### config.mk
export PLATFORM = sky130hd
export DESIGN_NAME = fircf_cell
export DESIGN_NICKNAME = d
export VERILOG_FILES = /design/src/fircf_pkg.sv /design/src/fircf_cell.sv
export SDC_FILE = /design/constraint.sdc
export NUM_CORES = 1
export LEC_CHECK = 0
export ABC_AREA = 1
export BUFFER_PORTS_ARGS = -buffer_cell sky130_fd_sc_hd__buf_2
export CELL_PAD_IN_SITES_DETAIL_PLACEMENT = 2
export CELL_PAD_IN_SITES_GLOBAL_PLACEMENT = 2
export CORE_MARGIN = 3
export CORE_UTILIZATION = 39
export DETAILED_ROUTE_END_ITERATION = 6
export GPL_ROUTABILITY_DRIVEN = 0
export PLACE_DENSITY_LB_ADDON = 0.1
export SETUP_SLACK_MARGIN = 0.5
export SYNTH_ARGS = -nofsm -noshare
export SYNTH_HDL_FRONTEND = slang
export SYNTH_SLANG_ARGS = --single-unit
### constraint.sdc
create_clock -name i_clk -period 13.8 [get_ports i_clk]
set_input_delay 3.45 -clock i_clk [delete_from_list [all_inputs] [get_ports i_clk]]
set_output_delay 3.45 -clock i_clk [all_outputs]
set_load 0.01 [all_outputs]
### src/fircf_pkg.sv
package fircf_pkg;

    // item kinds carried on the input tuser
    localparam logic [1:0] OP_LOAD   = 2'd0;
    localparam logic [1:0] OP_SAMPLE = 2'd1;
    localparam logic [1:0] OP_CLEAR  = 2'd2;

    localparam int OP_W    = 2;
    localparam int IDX_W   = 6;
    localparam int VALUE_W = 16;
    localparam int COEF_W  = 16;
    localparam int TAPS_W  = 7;
    localparam int OUT_W   = 40;
    localparam int IN_TDATA_W = 24;

    localparam int DEF_MAX_TAPS    = 64;
    localparam int DEF_SAMPLE_BITS = 16;
    localparam logic [TAPS_W-1:0] TAPS_RESET = 7'd64;

    // broadcast from the top level to every cell
    typedef struct packed {
        logic                      load;
        logic [IDX_W-1:0]          idx;
        logic signed [VALUE_W-1:0] value;
        logic                      shift;
        logic                      clear;
    } t_cell_ctl;

endpackage

### src/fircf_cell.sv
module fircf_cell #(
    parameter int IDX   = 0,
    parameter int SW    = 16,
    parameter int ACC_W = 38
) (
    input  logic                    i_clk,
    input  logic                    i_rst_n,
    input  fircf_pkg::t_cell_ctl    i_ctl,
    input  logic                    i_tap_en,
    input  logic signed [SW-1:0]    i_x,
    output logic signed [SW-1:0]    o_x,
    input  logic signed [ACC_W-1:0] i_sum,
    input  logic                    i_tok,
    output logic signed [ACC_W-1:0] o_sum,
    output logic                    o_tok
);

    localparam int  PW       = fircf_pkg::COEF_W + SW;
    localparam bit  IN_RANGE = (IDX < (2 ** fircf_pkg::IDX_W));

    logic signed [fircf_pkg::COEF_W-1:0] r_coef;
    logic signed [SW-1:0]                r_x;
    logic signed [PW-1:0]                r_prod;
    logic signed [ACC_W-1:0]             r_sum;
    logic                                r_tok;
    logic signed [PW-1:0]                w_prod;
    logic                                w_we;

    assign w_we   = IN_RANGE && i_ctl.load &&
                    (i_ctl.idx == fircf_pkg::IDX_W'(IDX));
    assign w_prod = r_coef * r_x;

    always_ff @(posedge i_clk) begin
        if (!i_rst_n) begin
            r_coef <= '0;
            r_x    <= '0;
            r_tok  <= 1'b0;
        end else begin
            if (w_we) begin
                r_coef <= i_ctl.value;
            end
            if (i_ctl.clear) begin
                r_x <= '0;
            end else if (i_ctl.shift) begin
                r_x <= i_x;
            end
            r_tok <= i_tok;
        end
    end

    // product then running sum, one cell per cycle
    always_ff @(posedge i_clk) begin
        r_prod <= i_tap_en ? w_prod : '0;
        r_sum  <= i_sum + ACC_W'(r_prod);
    end

    assign o_x   = r_x;
    assign o_sum = r_sum;
    assign o_tok = r_tok;

endmodule

==> impl_metrics.tcl, run 1 <==
set metrics [dict create \
    outcome "completed" \
    swShare_pct 32.8 \
    antenna_found_initial 0 \
    final_layout_size_suffix_gt1_share_pct 9.63 \
    grtUsageTotal_pct 28.3 \
    placed_cells 2973 \
    fin_crit_sh_pct 46.5 \
    relSlewSlack_pct 33.4 \
    fin_util_pct 42.9 \
    design.die.area_sq_um 45200 \
    wl_per_cell_um 20.7 \
    cts_resized 0 \
    switchingPower_mw 0.241 \
    p_clk_share_pct 36.4 \
    drtIter0Drc 550 \
    synth-async-reset-ratio_pct 0 \
    cts_tree "yes" \
    vias 15029 \
    hold_violations 0 \
    yosys_register_bits 103 \
    leakage_nw 11.0 \
    cts_buffers 9 \
    io_buffers 137 \
    endpoint_kind "register" \
    post-dp-hpwl_mm 53.7 \
    fin_tns_setup_ns 0 \
    post_cts_buffers 0 \
    fin_skew_ns 0.0126 \
    initial_core_util_pct 39.6 \
    grt-ovfl-total 0 \
    crit_fanout 18 \
    ctsHoldBuffers 0 \
    grt_start_max_net_pins 25 \
    rows 75 \
    required_ns 14.09 \
    drtAntennaViolNets 0 \
    wirelength_mm 61.7 \
    p_seq_share_pct 44.4 \
    fin_crit_ns 6.42 \
    hp-class "register to register" \
    worst_slew_pin_slew_ns 0.998 \
    hold_start "r_prod[0]" \
    die_w_um 213 \
    crit_type "register to register" \
    syn2layout_area_growth_pct 8.41 \
    clock.fmax_mhz 156 \
    clk_pin_slew_worst_paths_ns 0.08 \
    p_comb_share_pct 19.2 \
    htreeDepth 3 \
    yosysUniqueCellTypes 39 \
    clock-sinks 103 \
    nNetsFinal 2910 \
    pin_count 138 \
    synth_edf_count 0 \
    setup_viol 0 \
    p_int_mw 0.494 \
    max_cap_viol_count 0 \
    grt_pass1_vias 17930 \
    rsz0062_at_grt "no" \
    syn-instance-count 2362 \
    diodes 0 \
    syn-num-nets 2827 \
    die_h_um 213 \
    synth_area_per_cell_sq_um 7.05 \
    drc 0 \
    root_buffer "clkbuf_16" \
    crit_start "o_x[1]" \
    power_mw 0.735 \
    via_per_inst 5.03 \
    startpoint_type "register" \
    synth_flop_cell "dfxtp_1" \
    synth_area_sq_um 16700 \
    drt-pass1-iter-count 5 \
    yosys_warnings 0 \
    clockBufferDepth 2 \
    fillers 5122 \
    clk_latency_ns 0.40 \
    ir_drop_mv 0.0570 \
    layout.cells.non_filler 2989 \
    finalMaxSlewViolations 0 \
    cp.arrival_ns 6.71 \
    reg2reg_from "o_x[1]" \
    grt_pass1_wl_mm 97.3 \
    seq_area_frac_synth_pct 12.4 \
    core_sq_um 42000 \
    power_density_nw_per_um2 40.7 \
]
power groups by stage:
stage | Combinational [mW] | Clock (mW) | Sequential (mW)
final | 0.141 | 0.267 | 0.326
after global routing | 0.160 | 0.289 | 0.328
after CTS | 0.143 | 0.278 | 0.327
after detailed placement | 0.143 | 0 | 0.334
after global placement | 0.134 | 0 | 0.332
after floorplan | 0.0841 | 0 | 0.329
synth_stat cells (2+ instances only):
master | instances | share of area, %
nand2_1 | 704 | 16
inv_1 | 609 | 14
fa_1 | 263 | 32
nor2_1 | 165 | 3.7
ha_1 | 119 | 8.9
dfxtp_1 | 103 | 12
a21oi_1 | 67 | 2.0
nand3_1 | 63 | 1.9
clkbuf_1 | 57 | 1.3
o21ai_0 | 30 | 0.90
nand2_2 | 21 | 0.79
nor2_2 | 20 | 0.75
nand4_1 | 17 | 0.64
xor2_1 | 17 | 0.89
o21bai_1 | 11 | 0.50
nor3_1 | 10 | 0.30
a21oi_2 | 9 | 0.47
buf_2 | 9 | 0.27
inv_2 | 8 | 0.18
o21a_1 | 8 | 0.36
nand3_2 | 7 | 0.42
nand3b_1 | 6 | 0.27
o21ai_1 | 5 | 0.15
xnor2_1 | 5 | 0.26
nor2_4 | 4 | 0.27
nor3_2 | 4 | 0.24
clkinv_1 | 3 | 0.068
a211oi_1 | 2 | 0.090
and2_1 | 2 | 0.075
buf_1 | 2 | 0.045
buf_4 | 2 | 0.090
o21bai_2 | 2 | 0.14
or2_2 | 2 | 0.075
final timing paths:
kind | slack, ns | endpoint | depth (start not counted)
worst max-delay path | 7.38 | r_prod[28] | 19
worst max register to register | 7.38 | r_prod[28] | 19
worst min register to register | 0.46 | o_sum[0] | 1
worst min-delay path | 0.46 | o_sum[0] | 1
state kept, by name (all words and copies together) (netlist names):
register,flops
r_prod,32
o_x,16
o_tok,1
r_coef,16
o_sum,38
cell type report:
type	instances	area, sq um	area share, %
Tap cell	539	674	3.74
Clock inverter	5	41.3	0.229
Timing Repair Buffer	142	723	4.01
Sequential cell	103	2060	11.4
Inverter	620	2330	12.9
Clock buffer	11	243	1.34
Multi-Input combinational cell	1569	12000	66.4
logic make-up (layout without fill, tap and decap cells):
family	count (synthesis)	after routing	share of synthesized area [%]
and+or+nand+nor	1029	1029	25.5
buffers and inverters	690	778	15.7
adders and majority gates	382	382	40.6
AOI/OAI and AO/OA	136	136	4.74
DFF	103	103	12.4
xor gates and xnor gates	22	22	1.16
cell usage in the layout, fill, tap and decap left out, types with 2 or more instances in the layout:
master and n:
nor2_1 165, xnor2_1 5, ha_1 119, o21ai_1 5
clkbuf_16 9, fa_1 263, nand3_1 63, buf_4 5
a211oi_1 2, and2_1 2, o21a_1 8, inv_2 8
buf_2 137, nor3_1 10, nor2_2 20, o21bai_2 2
o21ai_0 30, xor2_1 17, a21oi_1 67, nor3_2 4
a21oi_2 9, nor2_4 4, nand3b_1 6, clkinv_1 3
or2_2 2, nand2_2 21, nand2_1 704, dfxtp_1 103
inv_1 609, o21bai_1 11, nand4_1 17, nand3_2 7
stage by stage:
step           setup slack (ns)  cell area, sq um  hold slack (ns)
2_1_floorplan              8.29             16700            0.420
3_3_place_gp               7.70             17800            0.435
3_5_place_dp               7.40             17800            0.452
4_1_cts                    7.38             18100            0.469
5_1_grt                    7.02             18100            0.500
6_report                   7.38             18100            0.464
critical path: stages (launching register included):
cell,delay [ns]
dfxtp_1,0.80
nand2_1,0.23
inv_1,0.19
fa_1,0.60
fa_1,0.86
inv_1,0.17
fa_1,0.54
fa_1,0.57
fa_1,0.43
fa_1,0.49
inv_1,0.04
ha_1,0.38
nand2_1,0.13
nor2_1,0.22
nand2_1,0.10
nor3_1,0.15
nand2_1,0.15
nand3_1,0.10
and2_1,0.12
nor2_1,0.04
metal layers:
metal  global-route usage [%]  vias up  part of all wire, %  wire [um]
met1                     30.9     7574                   39      23900
met4                     12.2        0                  4.6       2860
met5                        0        -                    0          0
li1                         -     6988                    -          -
met3                     3.44      134                  3.1       1930
met2                     54.8      333                   54      33100
(Power assumes the default switching activity.)
==> inputs of run 2 (changes only) <==
- CORE_UTILIZATION: 39 -> 36
- clock period: 13.8 -> 6.4 ns (I/O delays scaled with it)
==> impl_metrics.tcl, run 2 (synthesized netlist as in run 1, its figures left out) <==
set metrics [dict create \
    outcome "completed" \
    core_sq_um 45600 \
    placed_cells 3058 \
    dp_slack_ns 0.175 \
    p_clk_share_pct 36.2 \
    hp-class "register to register" \
    rows 78 \
    via_per_inst 4.84 \
    power_mw 1.59 \
    cpPeakStageDelay_ns 0.67 \
    antenna_found_initial 1 \
    critPathSlowestCell "fa_2" \
    cts_tree "yes" \
    grtUsageTotal_pct 24.8 \
    clock-sinks 103 \
    crit_type "register to register" \
    post-dp-hpwl_mm 51.6 \
    final_common_cell "nand2_1" \
    finalInstanceArea_sq_um 18500 \
    power_density_nw_per_um2 86.0 \
    hold_start "r_prod[0]" \
    grt-ovfl-total 0 \
    leakage_nw 11.1 \
    ir_drop_mv 0.172 \
    initial_core_util_pct 36.5 \
    hold_violations 0 \
    clock.fmax_mhz 174 \
    wirelength_mm 59.6 \
    clk_pin_slew_worst_paths_ns 0.08 \
    clockBufferDepth 2 \
    rsz0062_at_grt "no" \
    ctsHoldBuffers 0 \
    p_comb_share_pct 20.1 \
    drt-pass1-iter-count 5 \
    syn2layout_area_growth_pct 11.0 \
    startpoint_type "register" \
    final_layout_size_suffix_gt1_share_pct 12.4 \
    design.die.area_sq_um 48900 \
    die_w_um 221 \
    reg2reg_to "r_prod[28]" \
    crit_start "r_coef[15]" \
    hold-path-cell-count 1 \
    grt_start_max_net_pins 25 \
    drtAntennaViolNets 0 \
    fin_tns_setup_ns 0 \
    min_to "o_sum[0]" \
    relSlewSlack_pct 46.8 \
    r2r_slack_ns 0.67 \
    endpoint_kind "register" \
    largest_reg_flops 38 \
    root_buffer "clkbuf_16" \
    grt_pass1_wl_mm 95.2 \
    path_delay_family "adder cells" \
    switchingPower_mw 0.532 \
    setup_viol 0 \
    io_buffers 137 \
    crit_fanout 13 \
    p_int_mw 1.06 \
    htreeDepth 3 \
    pin_count 138 \
    max_cap_viol_count 0 \
    fin_ws_ns 0.669 \
    clk_latency_ns 0.41 \
    die_h_um 221 \
    fin_skew_ns 0.0171 \
    nNetsFinal 2944 \
    crit_buf_inv 4 \
    p_seq_share_pct 43.6 \
    crit_chain "buf_6, nand2_1, inv_1, fa_2, fa_2, inv_1, fa_1, fa_1, fa_1, fa_1, inv_1, ha_2, nand2_1, nor2_4, nand2_1, nor3_1, nand2_1, nand3_1, and2_1, nor2_1" \
    layout_common_cells "nand2_1 (702), inv_1 (607), fa_1 (259), nor2_1 (160), buf_2 (137)" \
    grt_pass1_vias 17640 \
    reg2reg_from "r_coef[15]" \
    vias 14921 \
    place_area_sq_um 18000 \
    drc 0 \
    diodes 0 \
    cts_buffers 9 \
    fin_crit_sh_pct 89.6 \
    worst_slew_pin_slew_ns 0.796 \
    required_ns 6.71 \
    finalMaxSlewViolations 0 \
    drtIter0Drc 491 \
    wl_per_cell_um 19.3 \
    swShare_pct 33.5 \
    fin_crit_ns 5.73 \
    ff2ff_path_depth 20 \
    cp.arrival_ns 6.04 \
    layout.cells.non_filler 3083 \
]
-- run 2: power groups by stage --
stage               registers (mW)  logic, mW  clock network, mW
floorplan                    0.710      0.181                  0
global placement             0.708      0.302                  0
detailed placement           0.710      0.318                  0
CTS                          0.695      0.321              0.593
global route                 0.699      0.361              0.615
finish                       0.694      0.320              0.576
-- run 2: how the worst max path moves through the flow --
stage | slack, ns | depth (start not counted) | endpoint
after floorplan | 0.89 | 23 | r_prod[31]
after global placement | 0.42 | 20 | r_prod[28]
after detailed placement | 0.17 | 20 | r_prod[28]
after CTS | 0.51 | 20 | r_prod[28]
after global routing | 0.43 | 23 | r_prod[29]
final | 0.67 | 20 | r_prod[28]
-- run 2: layout make-up --
cell class / count / area (sq um)
multi-input cells: 1569 / 12000
clock buffers: 12 / 236
clock inverters: 3 / 28.8
fillers: 5423 / 27100
repair buffers: 176 / 990
flip-flops and latches: 103 / 2100
inverters: 620 / 2330
well taps: 600 / 751
-- run 2: stage by stage --
stage | hold slack [ns] | util, %
4_1_cts | 0.475 | 40.3
5_1_grt | 0.496 | 40.6
2_1_floorplan | 0.420 | -
3_5_place_dp | 0.460 | 39.6
6_report | 0.473 | 40.6
3_3_place_gp | 0.435 | 39.6
-- run 2: repair_timing --
action | 4_1_cts | 5_1_grt
buffers inserted | 6 | 4
gates resized for setup | 11 | 38
setup endpoints to repair | 9 | 17
pin swaps | 1 | 3
-- run 2: layer usage --
layer	vias to the layer above	wire length, um	GRT usage, %
met4	0	2410	9.60
li1	7048	-	-
met2	278	32000	47.9
met5	-	0	0
met3	102	1520	2.52
met1	7493	23600	27.8
==> inputs of run 3 (changes only) <==
- BUFFER_PORTS_ARGS: -buffer_cell sky130_fd_sc_hd__buf_2 -> unset
- CORE_UTILIZATION: 36 -> 39
- CTS_BUF_LIST: unset -> sky130_fd_sc_hd__clkbuf_4
- DONT_BUFFER_PORTS: unset -> 1
- GPL_TIMING_DRIVEN: unset -> 0
==> impl_metrics.tcl, run 3 (synthesized netlist as in run 1, its figures left out) <==
set metrics [dict create \
    final_layout_size_suffix_gt1_share_pct 8.85 \
    design.die.area_sq_um 45200 \
    crit_start "r_coef[15]" \
    fin_skew_ns 0.0228 \
    holdWs_ns 0.479 \
    grt-ovfl-total 0 \
    wirelength_mm 61.6 \
    reg2reg_to "r_prod[27]" \
    regArea_sq_um 2070 \
    hold-path-cell-count 1 \
    clock.fmax_mhz 173 \
    clk_pin_slew_worst_paths_ns 0.16 \
    antenna_found_initial 2 \
    outcome "completed" \
    cts_buffers 9 \
    ctsHoldBuffers 0 \
    ir_drop_mv 0.0757 \
    post-dp-hpwl_mm 53.8 \
    drtAntennaViolNets 0 \
    grtUsageTotal_pct 27.5 \
    die_w_um 213 \
    wl_per_cell_um 21.0 \
    r2r_slack_ns 0.63 \
    multi_input_area_sq_um 12100 \
    max_cap_viol_count 0 \
    rows 75 \
    drtIter0Drc 533 \
    crit_buf_inv 7 \
    grt_pass1_wl_mm 94.4 \
    power_density_nw_per_um2 78.1 \
    fin_ws_ns 0.634 \
    power_mw 1.40 \
    fin_crit_ns 5.77 \
    path_delay_family "adder cells" \
    place_area_sq_um 17300 \
    syn2layout_area_growth_pct 7.98 \
    pin_count 138 \
    cp.arrival_ns 6.29 \
    clk_latency_ns 0.61 \
    via_per_inst 5.06 \
    grt_start_max_net_pins 17 \
    clock-sinks 103 \
    fillers 5049 \
    drt-pass1-iter-count 4 \
    finalInstanceArea_sq_um 18000 \
    hold_start "r_prod[0]" \
    initial_core_util_pct 39.6 \
    worst_slew_pin_slew_ns 0.619 \
    nNetsFinal 2844 \
    final_common_cell "nand2_1" \
    required_ns 6.92 \
    critPathSlowestCell "fa_2" \
    hold_violations 0 \
    rsz0062_at_grt "yes" \
    drc 0 \
    io_buffers 0 \
    finalMaxSlewViolations 0 \
    grt_pass1_vias 17248 \
    fin_crit_sh_pct 90.1 \
    setup_viol 0 \
    crit_fanout 10 \
    leakage_nw 10.7 \
    vias 14807 \
    crit_type "register to register" \
    clockBufferDepth 2 \
    htreeDepth 3 \
    root_buffer "clkbuf_4" \
    die_h_um 213 \
    startpoint_type "register" \
    core_sq_um 42000 \
    reg2reg_from "r_coef[15]" \
    cpPeakStageDelay_ns 0.70 \
    ff2ff_path_depth 22 \
    dp_slack_ns -0.460 \
    cts_tree "yes" \
    endpoint_kind "register" \
    hp-class "register to register" \
    relSlewSlack_pct 58.7 \
    largest_reg_flops 38 \
    layout_common_cells "nand2_1 (699), inv_1 (607), fa_1 (260), nor2_1 (155), ha_1 (110)" \
    min_to "o_sum[0]" \
    crit_chain "buf_6, clkbuf_8, nand2_2, fa_1, inv_1, fa_2, inv_1, fa_1, inv_1, fa_1, fa_1, fa_1, ha_1, nand2_1, inv_1, nand2_1, nor2_2, nand3_1, nand3_1, nand2_1, inv_1, nor2_1" \
]
run 3: cell type report:
cell class                 instances  share of cell area (%)
tap                              539                    3.75
buffer                            70                    3.14
antenna                            4                  0.0557
inverter                         620                    13.0
multi-input combinational       1569                    67.4
clock inverter                     4                   0.431
sequential                       103                    11.5
timing repair buffer               6                   0.250
clock buffer                      12                   0.501
run 3: worst register-to-register path, cell delays in order, from the launching register on:
cell and delay [ns]:
dfxtp_1 0.37, buf_6 0.16, clkbuf_8 0.20, nand2_2 0.10, fa_1 0.57, inv_1 0.09
fa_2 0.70, inv_1 0.12, fa_1 0.50, inv_1 0.07, fa_1 0.56, fa_1 0.44
fa_1 0.46, ha_1 0.40, nand2_1 0.12, inv_1 0.09, nand2_1 0.13, nor2_2 0.18
nand3_1 0.18, nand3_1 0.14, nand2_1 0.05, inv_1 0.05, nor2_1 0.04
run 3: worst max path at each step:
stage                      end  slack, ns  cells past startpoint
global placement    r_prod[28]      -0.18                     21
global route        r_prod[27]       0.39                     22
CTS                 r_prod[28]       0.50                     21
floorplan           r_prod[31]       0.89                     23
finish              r_prod[27]       0.63                     22
detailed placement  r_prod[28]      -0.46                     21
run 3: timing repair:
item | 4_1_cts | 5_1_grt
resized for setup | 95 | 119
setup endpoints to repair | 22 | 17
pin swaps | 1 | 10
setup buffers | 2 | 4
run 3: per-layer routing:
| layer | vias to the layer above | global-route usage, % | wire, um |
|---|---|---|---|
| met5 | - | 0 | 0 |
| met4 | 0 | 13.5 | 3120 |
| met3 | 126 | 3.39 | 2060 |
| met2 | 313 | 52.9 | 33000 |
| met1 | 7497 | 29.5 | 23400 |
| li1 | 6871 | - | - |
run 3: power breakdown:
part / internal [mW] / switching, mW / total [mW]
clock network: 0.173 / 0.258 / 0.431
logic: 0.0915 / 0.182 / 0.273
registers: 0.674 / 0.0262 / 0.700
run 3: stage by stage:
stage               instances  setup TNS, ns  utilization, %
finish                   2927              0            42.8
global route             2927              0            42.8
detailed placement       2901          -3.29            41.2
floorplan                2362              0               -
global placement         2901         -0.618            41.2
CTS                      2919              0            42.1
